==> config.mk <==
export PLATFORM = sky130hd
export DESIGN_NAME = wasm_module_stream_scanner_unit
export DESIGN_NICKNAME = d
export VERILOG_FILES = /design/src/hw/rtl/wmss_pkg.sv /design/src/hw/rtl/wmss_front.sv /design/src/hw/rtl/wmss_queue.sv /design/src/hw/rtl/wasm_module_stream_scanner_unit.sv
export SDC_FILE = /design/constraint.sdc
export NUM_CORES = 2
export LEC_CHECK = 0
export BUFFER_PORTS_ARGS = -buffer_cell sky130_fd_sc_hd__buf_2
export CORE_UTILIZATION = 30
export DETAILED_ROUTE_END_ITERATION = 7
export REMOVE_ABC_BUFFERS = 1
export SLEW_MARGIN = 5
export SYNTH_ARGS = -nofsm -noshare
export SYNTH_HDL_FRONTEND = slang
export SYNTH_SLANG_ARGS = --single-unit
==> constraint.sdc <==
create_clock -name clk -period 3.75 [get_ports clk]
set_input_delay 0.375 -clock clk [delete_from_list [all_inputs] [get_ports clk]]
set_output_delay 0.375 -clock clk [all_outputs]
set_load 0.05 [all_outputs]
==> src/hw/rtl/wmss_pkg.sv <==
// Package: phase codes, result kinds and shared types for the module stream scanner.
`timescale 1ns / 1ps
package wmss_pkg;

  localparam int OffsetBitsDefault = 32;

  typedef enum logic [4:0] {
    PH_HDR         = 5'd0,
    PH_SEC_ID      = 5'd1,
    PH_SEC_SIZE    = 5'd2,
    PH_SKIP        = 5'd3,
    PH_CODE_COUNT  = 5'd4,
    PH_BODY_SIZE   = 5'd5,
    PH_BODY_SKIP   = 5'd6,
    PH_CNAME_LEN   = 5'd7,
    PH_CNAME_CHARS = 5'd8,
    PH_SUB_ID      = 5'd9,
    PH_SUB1_SIZE   = 5'd10,
    PH_SUBX_SIZE   = 5'd11,
    PH_SUBX_SKIP   = 5'd12,
    PH_FN_COUNT    = 5'd13,
    PH_ENTRY_IDX   = 5'd14,
    PH_ENTRY_LEN   = 5'd15,
    PH_ENTRY_TEXT  = 5'd16
  } phase_t;

  typedef enum logic [1:0] {
    KIND_SECTION = 2'd0,
    KIND_BODY    = 2'd1,
    KIND_NAME    = 2'd2,
    KIND_END     = 2'd3
  } kind_t;

  localparam logic [7:0] SecCode   = 8'd10;
  localparam logic [7:0] SecCustom = 8'd0;
  localparam logic [7:0] SubFnames = 8'd1;
  localparam logic [7:0] ContBit   = 8'h80;

  // one result record as it travels through the queue
  typedef struct packed {
    kind_t       kind;
    logic [7:0]  section_id;
    logic [31:0] start_offset;
    logic [31:0] item_length;
    logic [31:0] function_number;
    logic        name_found;
    logic        header_valid;
    logic        last_result;
  } result_t;

  function automatic logic [7:0] header_byte(input logic [2:0] idx);
    case (idx)
      3'd1: header_byte = 8'h61;
      3'd2: header_byte = 8'h73;
      3'd3: header_byte = 8'h6d;
      3'd4: header_byte = 8'h01;
      default: header_byte = 8'h00;
    endcase
  endfunction

  function automatic logic [7:0] name_char(input logic [1:0] idx);
    case (idx)
      2'd0: name_char = 8'h6e;
      2'd1: name_char = 8'h61;
      2'd2: name_char = 8'h6d;
      default: name_char = 8'h65;
    endcase
  endfunction

endpackage

==> src/hw/rtl/wmss_front.sv <==
// Front end: per-byte parser that turns each accepted byte into up to two results.
`timescale 1ns / 1ps
module wmss_front import wmss_pkg::*; #(
  parameter int OFFSET_BITS = OffsetBitsDefault
) (
  input  logic        clk,
  input  logic        rst,
  input  logic        take,
  input  logic [7:0]  data_byte,
  input  logic        end_of_module,
  input  logic [31:0] wanted_function,
  output logic        res0_valid,
  output logic        res1_valid,
  output result_t     res0,
  output result_t     res1
);

  phase_t                 parse_phase, parse_phase_next;
  logic [OFFSET_BITS-1:0] byte_position;
  logic [31:0]            leb_accumulator;
  logic [5:0]             leb_shift;
  logic [31:0]            section_remaining, subsection_remaining;
  logic [7:0]             current_section;
  logic [31:0]            body_ordinal, entry_index, skip_remaining;
  logic                   match_seen, header_good;

  logic [31:0] acc_next, sec_rem_next, sub_rem_next, ord_next, idx_next, skip_next;
  logic [5:0]  shift_next;
  logic [7:0]  cur_next;
  logic        match_next, hdr_next;
  logic [OFFSET_BITS-1:0] pos_inc;
  logic [31:0] pos_ext;
  logic [31:0] leb_val, leb_part;
  logic        leb_done, in_sec, in_sub;
  logic        ev_valid;
  result_t     ev;
  logic [63:0] shifted;

  assign pos_inc = byte_position + 1'b1;
  assign pos_ext = 32'(pos_inc);
  assign in_sec  = parse_phase >= PH_SKIP;
  assign in_sub  = parse_phase >= PH_SUBX_SKIP;
  assign shifted = {57'd0, data_byte[6:0]} << leb_shift;
  assign leb_part = (leb_shift < 6'd32) ? shifted[31:0] : 32'd0;
  assign leb_val  = leb_accumulator | leb_part;
  assign leb_done = !data_byte[7];

  always_comb begin
    result_t endr;
    parse_phase_next = parse_phase;
    acc_next   = leb_accumulator;
    shift_next = leb_shift;
    sec_rem_next = in_sec ? section_remaining - 1'b1 : section_remaining;
    sub_rem_next = in_sub ? subsection_remaining - 1'b1 : subsection_remaining;
    cur_next   = current_section;
    ord_next   = body_ordinal;
    idx_next   = entry_index;
    skip_next  = skip_remaining;
    match_next = match_seen;
    hdr_next   = header_good;
    ev_valid   = 1'b0;
    ev         = '0;
    endr       = '0;

    // shared LEB128 step for phases that read a number
    if (parse_phase == PH_SEC_SIZE || parse_phase == PH_CODE_COUNT ||
        parse_phase == PH_BODY_SIZE || parse_phase == PH_CNAME_LEN ||
        parse_phase == PH_SUB1_SIZE || parse_phase == PH_SUBX_SIZE ||
        parse_phase == PH_FN_COUNT || parse_phase == PH_ENTRY_IDX ||
        parse_phase == PH_ENTRY_LEN) begin
      if (leb_done) begin
        acc_next   = '0;
        shift_next = '0;
      end else begin
        acc_next = leb_val;
        if (leb_shift < 6'd35) shift_next = leb_shift + 6'd7;
      end
    end

    ev.section_id   = current_section;
    ev.start_offset = pos_ext;
    ev.item_length  = leb_val;

    unique case (parse_phase)
      PH_HDR: begin
        if (data_byte != header_byte(byte_position[2:0])) hdr_next = 1'b0;
        if (32'(byte_position) >= 32'd7) parse_phase_next = PH_SEC_ID;
      end
      PH_SEC_ID: begin
        cur_next = data_byte;
        parse_phase_next = PH_SEC_SIZE;
      end
      PH_SEC_SIZE: if (leb_done) begin
        sec_rem_next = leb_val;
        ev_valid = 1'b1;
        ev.kind  = KIND_SECTION;
        if (leb_val == '0) parse_phase_next = PH_SEC_ID;
        else if (current_section == SecCode) begin
          ord_next = '0;
          parse_phase_next = PH_CODE_COUNT;
        end else if (current_section == SecCustom) parse_phase_next = PH_CNAME_LEN;
        else parse_phase_next = PH_SKIP;
      end
      PH_SKIP: ;
      PH_CODE_COUNT: if (leb_done) parse_phase_next = PH_BODY_SIZE;
      PH_BODY_SIZE: if (leb_done) begin
        ev_valid = 1'b1;
        ev.kind  = KIND_BODY;
        ev.function_number = body_ordinal;
        ord_next  = body_ordinal + 1'b1;
        skip_next = leb_val;
        parse_phase_next = (leb_val != '0) ? PH_BODY_SKIP : PH_BODY_SIZE;
      end
      PH_BODY_SKIP: begin
        skip_next = skip_remaining - 1'b1;
        if (skip_next == '0) parse_phase_next = PH_BODY_SIZE;
      end
      PH_CNAME_LEN: if (leb_done) begin
        skip_next = '0;
        parse_phase_next = (leb_val == 32'd4) ? PH_CNAME_CHARS : PH_SKIP;
      end
      PH_CNAME_CHARS: begin
        if (data_byte != name_char(skip_remaining[1:0])) parse_phase_next = PH_SKIP;
        else begin
          skip_next = skip_remaining + 1'b1;
          if (skip_next >= 32'd4) parse_phase_next = PH_SUB_ID;
        end
      end
      PH_SUB_ID:
        parse_phase_next = (data_byte == SubFnames) ? PH_SUB1_SIZE : PH_SUBX_SIZE;
      PH_SUB1_SIZE: if (leb_done) begin
        sub_rem_next = leb_val;
        parse_phase_next = (leb_val != '0) ? PH_FN_COUNT : PH_SKIP;
      end
      PH_SUBX_SIZE: if (leb_done) begin
        sub_rem_next = leb_val;
        parse_phase_next = (leb_val != '0) ? PH_SUBX_SKIP : PH_SUB_ID;
      end
      PH_SUBX_SKIP: ;
      PH_FN_COUNT: if (leb_done) parse_phase_next = PH_ENTRY_IDX;
      PH_ENTRY_IDX: if (leb_done) begin
        idx_next = leb_val;
        parse_phase_next = PH_ENTRY_LEN;
      end
      PH_ENTRY_LEN: if (leb_done) begin
        if (!match_seen && entry_index == wanted_function) begin
          ev_valid = 1'b1;
          ev.kind  = KIND_NAME;
          ev.function_number = entry_index;
          match_next = 1'b1;
        end
        skip_next = leb_val;
        parse_phase_next = (leb_val != '0) ? PH_ENTRY_TEXT : PH_ENTRY_IDX;
      end
      PH_ENTRY_TEXT: begin
        skip_next = skip_remaining - 1'b1;
        if (skip_next == '0) parse_phase_next = PH_ENTRY_IDX;
      end
      default: ;
    endcase

    if (in_sub && sub_rem_next == '0) begin
      parse_phase_next = (parse_phase == PH_SUBX_SKIP) ? PH_SUB_ID : PH_SKIP;
      acc_next = '0;
      shift_next = '0;
    end
    if (in_sec && sec_rem_next == '0) begin
      parse_phase_next = PH_SEC_ID;
      acc_next = '0;
      shift_next = '0;
    end

    // end result, appended after any parse result
    endr.kind = KIND_END;
    endr.name_found   = match_next;
    endr.header_valid = hdr_next && (parse_phase_next != PH_HDR);
    endr.last_result  = 1'b1;
    ev.last_result    = !end_of_module;

    if (ev_valid) begin
      res0_valid = 1'b1;
      res0       = ev;
      res1_valid = end_of_module;
      res1       = endr;
    end else begin
      res0_valid = end_of_module;
      res0       = endr;
      res1_valid = 1'b0;
      res1       = endr;
    end
  end

  always_ff @(posedge clk) begin
    if (rst || (take && end_of_module)) begin
      parse_phase          <= PH_HDR;
      byte_position        <= '0;
      leb_accumulator      <= '0;
      leb_shift            <= '0;
      section_remaining    <= '0;
      current_section      <= '0;
      subsection_remaining <= '0;
      body_ordinal         <= '0;
      entry_index          <= '0;
      skip_remaining       <= '0;
      match_seen           <= 1'b0;
      header_good          <= 1'b1;
    end else if (take) begin
      parse_phase          <= parse_phase_next;
      byte_position        <= pos_inc;
      leb_accumulator      <= acc_next;
      leb_shift            <= shift_next;
      section_remaining    <= sec_rem_next;
      current_section      <= cur_next;
      subsection_remaining <= sub_rem_next;
      body_ordinal         <= ord_next;
      entry_index          <= idx_next;
      skip_remaining       <= skip_next;
      match_seen           <= match_next;
      header_good          <= hdr_next;
    end
  end

endmodule

==> src/hw/rtl/wmss_queue.sv <==
// Result queue: four-entry FIFO between parser and output, takes up to two results a cycle.
`timescale 1ns / 1ps
module wmss_queue import wmss_pkg::*; (
  input  logic    clk,
  input  logic    rst,
  input  logic    push0,
  input  logic    push1,
  input  result_t din0,
  input  result_t din1,
  output logic    room2,
  output logic    out_valid,
  output result_t dout,
  input  logic    out_ready
);

  result_t    mem [4];
  logic [1:0] wr_ptr, rd_ptr;
  logic [2:0] count, count_next;
  logic       pop;

  assign pop       = out_valid && out_ready;
  assign out_valid = count != 3'd0;
  assign dout      = mem[rd_ptr];
  // two free slots after this cycle's pop is not counted, keeps timing short
  assign room2     = count <= 3'd2;

  always_comb begin
    count_next = count + 3'(push0) + 3'(push1) - 3'(pop);
  end

  always_ff @(posedge clk) begin
    if (push0) mem[wr_ptr] <= din0;
    if (push1) mem[2'(wr_ptr + 2'd1)] <= din1;
  end

  always_ff @(posedge clk) begin
    if (rst) begin
      wr_ptr <= '0;
      rd_ptr <= '0;
      count  <= '0;
    end else begin
      wr_ptr <= wr_ptr + 2'(push0) + 2'(push1);
      if (pop) rd_ptr <= rd_ptr + 2'd1;
      count <= count_next;
    end
  end

endmodule

==> src/hw/rtl/wasm_module_stream_scanner_unit.sv <==
// Top level of the WebAssembly module stream scanner.
`timescale 1ns / 1ps
//  channel   handshake                 payload
//  in        in_valid / in_ready       data_byte, end_of_module
//  out       out_valid / out_ready     kind .. last_result
//  cfg       cfg_we                    cfg_data (wanted_function)
//
// One byte per cycle while in_ready is high: the front parser decodes each byte
// combinationally and pushes its zero to two results into a four-entry queue;
// a result is registered there and offered on out_valid once it is at the head.
// in_ready is high while the queue has at least two free slots, so the output
// side may stall without losing results; input stalls once three or more
// results are waiting, and a pop in the same cycle does not lift the stall.
// rst is synchronous; the parser returns to reset state after each end result.
module wasm_module_stream_scanner_unit import wmss_pkg::*; #(
  parameter int OFFSET_BITS = OffsetBitsDefault
) (
  input  logic        clk,
  input  logic        rst,
  input  logic        in_valid,
  output logic        in_ready,
  input  logic [7:0]  data_byte,
  input  logic        end_of_module,
  output logic        out_valid,
  input  logic        out_ready,
  output logic [1:0]  kind,
  output logic [7:0]  section_id,
  output logic [31:0] start_offset,
  output logic [31:0] item_length,
  output logic [31:0] function_number,
  output logic        name_found,
  output logic        header_valid,
  output logic        last_result,
  input  logic        cfg_we,
  input  logic [31:0] cfg_data
);

  logic [31:0] wanted_function;
  logic        take, r0v, r1v, room2;
  result_t     r0, r1, q;

  always_ff @(posedge clk) begin
    if (rst) begin
      wanted_function <= '0;
    end else if (cfg_we) begin
      wanted_function <= cfg_data;
    end
  end

  assign in_ready = room2;
  assign take     = in_valid && in_ready;

  wmss_front #(.OFFSET_BITS(OFFSET_BITS)) u_front (
    .clk, .rst, .take, .data_byte, .end_of_module, .wanted_function,
    .res0_valid(r0v), .res1_valid(r1v), .res0(r0), .res1(r1)
  );

  wmss_queue u_queue (
    .clk, .rst,
    .push0(take && r0v), .push1(take && r1v),
    .din0(r0), .din1(r1), .room2,
    .out_valid, .dout(q), .out_ready
  );

  assign kind            = q.kind;
  assign section_id      = q.section_id;
  assign start_offset    = q.start_offset;
  assign item_length     = q.item_length;
  assign function_number = q.function_number;
  assign name_found      = q.name_found;
  assign header_valid    = q.header_valid;
  assign last_result     = q.last_result;

endmodule
After elaboration in Yosys (flattened, before gate mapping)
Memories as Yosys holds them, arrays and structs flattened. A register that Yosys moved wholly into a read port is not among the register bits.
Cells that the tools add are included.
- register bits after elaboration: 284
- memory bits (writable): 436
- input bits: 46
- output and inout port bits: 111
- word-level logic and storage cells: 201
- memories: 1
- memory list (memory ; words ; bits a word ; rd ports ; clocked after Yosys merged registers in ; wr ports ; RTL line ; RTL):
    u_queue.mem ; 4 ; 109 ; 1 ; 1 ; 2 ; wmss_queue.sv:16 ; result_t mem [4];
- add/sub/neg operators: 14
- order comparisons: 7
- equality and inequality tests: 35
- shifts and indexed selects: 1
- mux-type cells: 82
- bitwise logic cells: 2
- reductions and logical operators: 43
- operator list (kind ; count):
    $mux W32 ; 21
    $logic_not A32 Y1 ; 4
    $pmux W32 S2 ; 2
    $pmux W32 S4 ; 1
    $mux W109 ; 1
    $add A32 B1 Y32 const B ; 3
    $sub A32 B1 Y32 const B ; 3
    $mux W5 ; 19
    $pmux W5 S15 ; 1
    $ge A32 B3 Y1 const B ; 2
    $eq A5 B4 Y1 const B ; 8
    $eq A32 B3 Y1 const B ; 1
    $eq A32 B32 Y1 ; 1
    $or A32 B32 Y32 ; 1
    $reduce_bool A32 Y1 ; 1
    $shl A7 B6 Y32 ; 1
    $mux W6 ; 5
    $pmux W7 S4 ; 1
    $eq A5 B3 Y1 const B ; 4
    $mux W1 ; 16
    $mux W8 ; 2
    $ne A8 B8 Y1 ; 2
    $ne A2 B2 Y1 const B ; 7
    $lt A6 B6 Y1 const B ; 2
    41 further kinds ; 75

Logic depth before layout (Yosys ltp)
- depth after elaboration: 12
- gate-level depth with buffers: 15
- mapped depth without buffers: 13

Hierarchy
A second synthesis with hierarchy kept.
- cells, all modules: 3789
- area, all modules: 41349.7 um2
- by module, submodules not included (module ; times used ; cells each ; area each (um2) ; sequential area each (um2)):
    wmss_queue ; 1 ; 1103 ; 21476.8 ; 13272.7
    wmss_front ; 1 ; 2580 ; 18690.4 ; 4904.7
    wasm_module_stream_scanner_unit ; 1 ; 106 ; 1182.4 ; 640.6

Worst setup path after synthesis
OpenSTA, ideal clock, no wires.
- path type: reg-to-reg
- start: register u_front.subsection_remaining[3]
- end: memory u_queue.mem[0][1] (netlist name), data pin
- setup time: 0.268 ns
- data arrival time: 3.661 ns
- data required time: 3.482 ns
- slack: -0.179 ns
- stages on the path, launching flop included: 14
- path buffers: 2
- clock period less this slack: 3.929 ns
- path through: dfxtp_1 > clkbuf_1 > or4_1 > or4_1 > clkbuf_1 > nor3_1 > xor2_1 > nor3_1 > o2111ai_1 > or4b_2 > o22ai_1 > o2bb2ai_1 > a2111oi_4 > a21oi_1
- RTL lines (element ; RTL line ; RTL):
    start: declaration ; wmss_front.sv:22 ; logic [31:0] section_remaining, subsection_remaining;
    start signal: assignment ; wmss_front.sv:214 ; subsection_remaining <= sub_rem_next;
    end: declaration ; wmss_queue.sv:16 ;

==> summary.md <==
| Metric | Value |
|---|---|
| Routed vias | `34200` |
| Die ar. | `120400 µm²` |
| Number of synthesized flops with an enable pin | `8` |
| Library cells used by synthesis | `107` |
| Initial antenna violation count | `3` |
| DRC violations left | `0` |
| Final Cycle Share | `109.0%` |
| PortBufs | `156` |
| Hold WC Path Type | `in -> reg` |
| Crit path cell chain | `mux4_2 -> a21oi_2 -> o31ai_2 -> nor4b_4 -> buf_4 -> or3b_4 -> or4_4 -> or4_4 -> o311a_1 -> o22a_1 -> a2111oi_4 -> buf_4 -> a21oi_1` |
| Fmax | `244.6 MHz` |
| DRT Pass-1 Iters | `5` |
| Vias per cell | `5.507` |
| Crit path capture type | `register` |
| Area after DPL | `41480 µm²` |
| Final HPWL DP | `94630 µm` |
| Synth warn | `0` |
| CTS Root Cell | `clkbuf_16` |
| Slew Viols, Final | `0` |
| Setup ws final | `-0.3376 ns` |
| DP Worst Slack | `-0.6309 ns` |
| Vias in the first global route | `32173` |
| Pwr Density | `500.4 nW/µm²` |
| Worst Path Arrival | `4.50 ns` |
| Wire length per cell | `21.52 µm` |
| Row cnt | `126` |
| Clock Skew | `0.03518 ns` |
| Max cap viols | `0` |
| H-tree depth | `3` |
| Clock slew seen by the registers of the worst setup and hold paths | `0.07 ns` |
| Ys async rst share | `0%` |
| Largest net degree at the start of global routing | `101` |
| CP max stage cell | `mux4_2` |
| Worst-Skew Late Latency | `0.66 ns` |
| Cell count after synthesis | `4174` |
| Clk sinks | `722` |
| Crit start category | `register` |
| DRT iter0 DRCs | `3199` |
| Core area | `118100 µm²` |
| Worst path required time | `4.16 ns` |
| Post-route ant nets | `0` |
| Post-synthesis sequential area ratio | `40.71%` |
| Hold Fails Final Rpt | `0` |
| Die width | `347.0 µm` |
| Final setup fails | `41` |
| IO Count | `157` |
| Post-Syn Area | `35700 µm²` |
| Die H | `347.0 µm` |
| Area Growth Syn to Fin | `26.78%` |
| GRT Overall Usage | `21.54%` |
| Crit path buffers/inverters | `2` |
| Wirelength, routed | `133600 µm` |
| Gr ovfl total | `0` |
| Post-route cell area | `45260 µm²` |
| Peak VDD IR | `0.0003537 V` |
| Nets | `4673` |
| Starting density of the core | `30.23%` |
| Total power | `22.65 mW` |
| Rel. slew slack | `25.87%` |
| Failing checks | `setup timing` |
| Top_reg_cell synth | `dfxtp_1` |
| Share of cells above drive strength 1 | `24.07%` |
| Run status | `finished with violations` |
| Clock buffer depth | `3` |
| WS Path Type | `reg -> reg` |
| Leakage | `16.93 nW` |
| First-pass GRT wire length | `202100 µm` |
| #FFs+latches synth | `722` |
| CP max stage delay | `0.58 ns` |
| Syn_area_per_cell | `8.553 µm²` |
| Crit path max-delay family | `simple AND/OR/NAND/NOR gates` |
| Final min period | `4.088 ns` |
| Crit Path Max Fanout | `6` |
| RSZ-0062 raised after global routing | `true` |
| Least-Margin Pin Slew | `1.112 ns` |
| Gpl congestion | `0.9948` |
| Inserted Clock Buffers | `77` |
| TritonCTS clock tree | `yes` |
==> worst register-to-register path: stages (launching register included) <==
cell	delay, ns
dfxtp_4	0.40
mux4_2	0.58
a21oi_2	0.16
o31ai_2	0.10
nor4b_4	0.30
buf_4	0.17
or3b_4	0.40
or4_4	0.51
or4_4	0.43
o311a_1	0.13
o22a_1	0.22
a2111oi_4	0.21
buf_4	0.20
a21oi_1	0.07
==> per-layer routing <==
metal | up-vias | GRT usage [%] | routed length (µm) | part of all wire (%)
met5 | - | 0 | 0 | 0
met1 | 16564 | 28.98 | 58500 | 44
met4 | 0 | 9.473 | 5881 | 4.4
met3 | 251 | 2.700 | 8373 | 6.3
met2 | 1224 | 34.45 | 60880 | 46
li1 | 16161 | - | - | -
==> path summary, 6_finish.rpt <==
path,startpoint,endpoint,slack [ns],depth (start not counted)
worst max-delay path,u_front.leb_shift[0],u_queue.mem[2][1],-0.34,13
worst min-delay path,cfg_data[3],wanted_function[3],0.02,3
worst max register to register,u_front.leb_shift[0],u_queue.mem[2][1],-0.34,13
worst min register to register,u_queue.mem[3][105],u_queue.mem[3][105],0.47,2
==> power breakdown <==
group          switching (mW)  internal (mW)
clock                    3.31           4.92
sequential              0.313           7.91
combinational            3.54           2.66
==> final cells by class <==
| type | count | area [µm²] |
|---|---|---|
| clock inverter | 27 | 370.4 |
| antenna | 5 | 12.51 |
| inverter | 45 | 171.4 |
| fill | 11827 | 72820 |
| timing repair buffer | 728 | 5707 |
| sequential | 722 | 14550 |
| clock buffer | 115 | 2356 |
| multi-input combinational | 3032 | 20170 |
| tap | 1536 | 1922 |
==> what timing repair did <==
action	4_1_cts	5_1_grt
setup buffers	6	10
hold endpoints to repair	24	0
hold buffers	24	0
pin swaps	10	41
resized for setup	53	70
gates cloned	1	2
endpoints found under the setup margin	79	76
==> sequential cells by signal, summed over array words and instances, names as in the netlist, named ones only <==
| signal | count |
|---|---|
| u_queue.wr_ptr | 2 |
| u_front.byte_position | 32 |
| wanted_function | 32 |
| u_front.leb_shift | 6 |
| u_front.parse_phase | 5 |
| u_queue.mem | 436 |
| u_front.leb_accumulator | 32 |
| u_front.current_section | 8 |
| u_front.subsection_remaining | 32 |
| u_front.body_ordinal | 32 |
| u_front.match_seen | 1 |
| u_front.entry_index | 32 |
| u_queue.count | 3 |
| u_front.section_remaining | 32 |
| u_front.skip_remaining | 32 |
| u_queue.rd_ptr | 2 |
| u_front.header_good | 1 |
==> layout by cell type (no fill, tap or decap), types with 79 or more instances in the layout <==
cell / count
nand3_1: 487
a21oi_1: 130
o21ai_0: 545
xor2_1: 104
a22oi_1: 79
buf_4: 496
nand2_1: 271
nor3_1: 84
clkbuf_16: 84
buf_2: 156
dfxtp_1: 708
mux4_2: 113
xnor2_1: 92
nor2_1: 337
==> synth_stat cells (all sizes together), types with 7 or more instances <==
master,count,area (µm²)
o22ai,40,250.2
a221oi,9,96.35
and4,12,105.1
o221ai,7,61.31
a21oi,143,734.5
nand4,44,281.5
edfxtp,8,240.2
xor2,105,919.6
xnor2,92,805.8
and3,29,181.4
or2,24,150.1
nand4b,8,70.07
o21ai,552,2763
nor4b,12,126.4
a22oi,80,600.6
nand2b,23,151.4
nor2,347,1308
ha,18,225.2
clkbuf,276,1036
nand2,280,1051
and2,19,121.4
inv,43,161.4
o32ai,8,70.07
dfxtp,714,14290
nor4,62,409.1
a31oi,21,131.4
a22o,23,201.4
or4,28,214.0
a211oi,46,345.3
buf,99,440.4
or3,43,269.0
o31ai,19,142.6
nor3,95,501.7
a21o,23,172.7
mux2i,56,580.6
o211ai,13,97.59
nor2b,14,87.58
o21a,10,75.07
mux4,113,2545
o2bb2ai,12,105.1
nand3,492,2472
==> through the flow <==
stage          hold WS (ns)  utilization [%]  setup TNS, ns  std cells
5_1_grt             0.05701            38.32         -11.85       6206
6_report            0.02217            38.33         -7.605       6210
2_1_floorplan        0.4323                -       -2527.94       3799
3_3_place_gp         0.4457            35.13         -19.90       6020
4_1_cts             0.02433            37.91         -5.980       6193
3_5_place_dp         0.4512            35.13         -21.89       6020
==> cells by family (layout without fill, tap and decap cells) <==
logic type	Yosys count	in the layout	share of synthesized area, %
compound gates	1083	1083	18.52
xor+xnor	197	197	4.833
fa+ha+maj	22	22	0.8271
buf+inv	420	915	4.609
flops	722	722	40.71
mux	174	174	8.923
other cells	0	5	0
simple gates	1556	1556	21.58
Note: power is estimated with default switching activity, not from simulation.
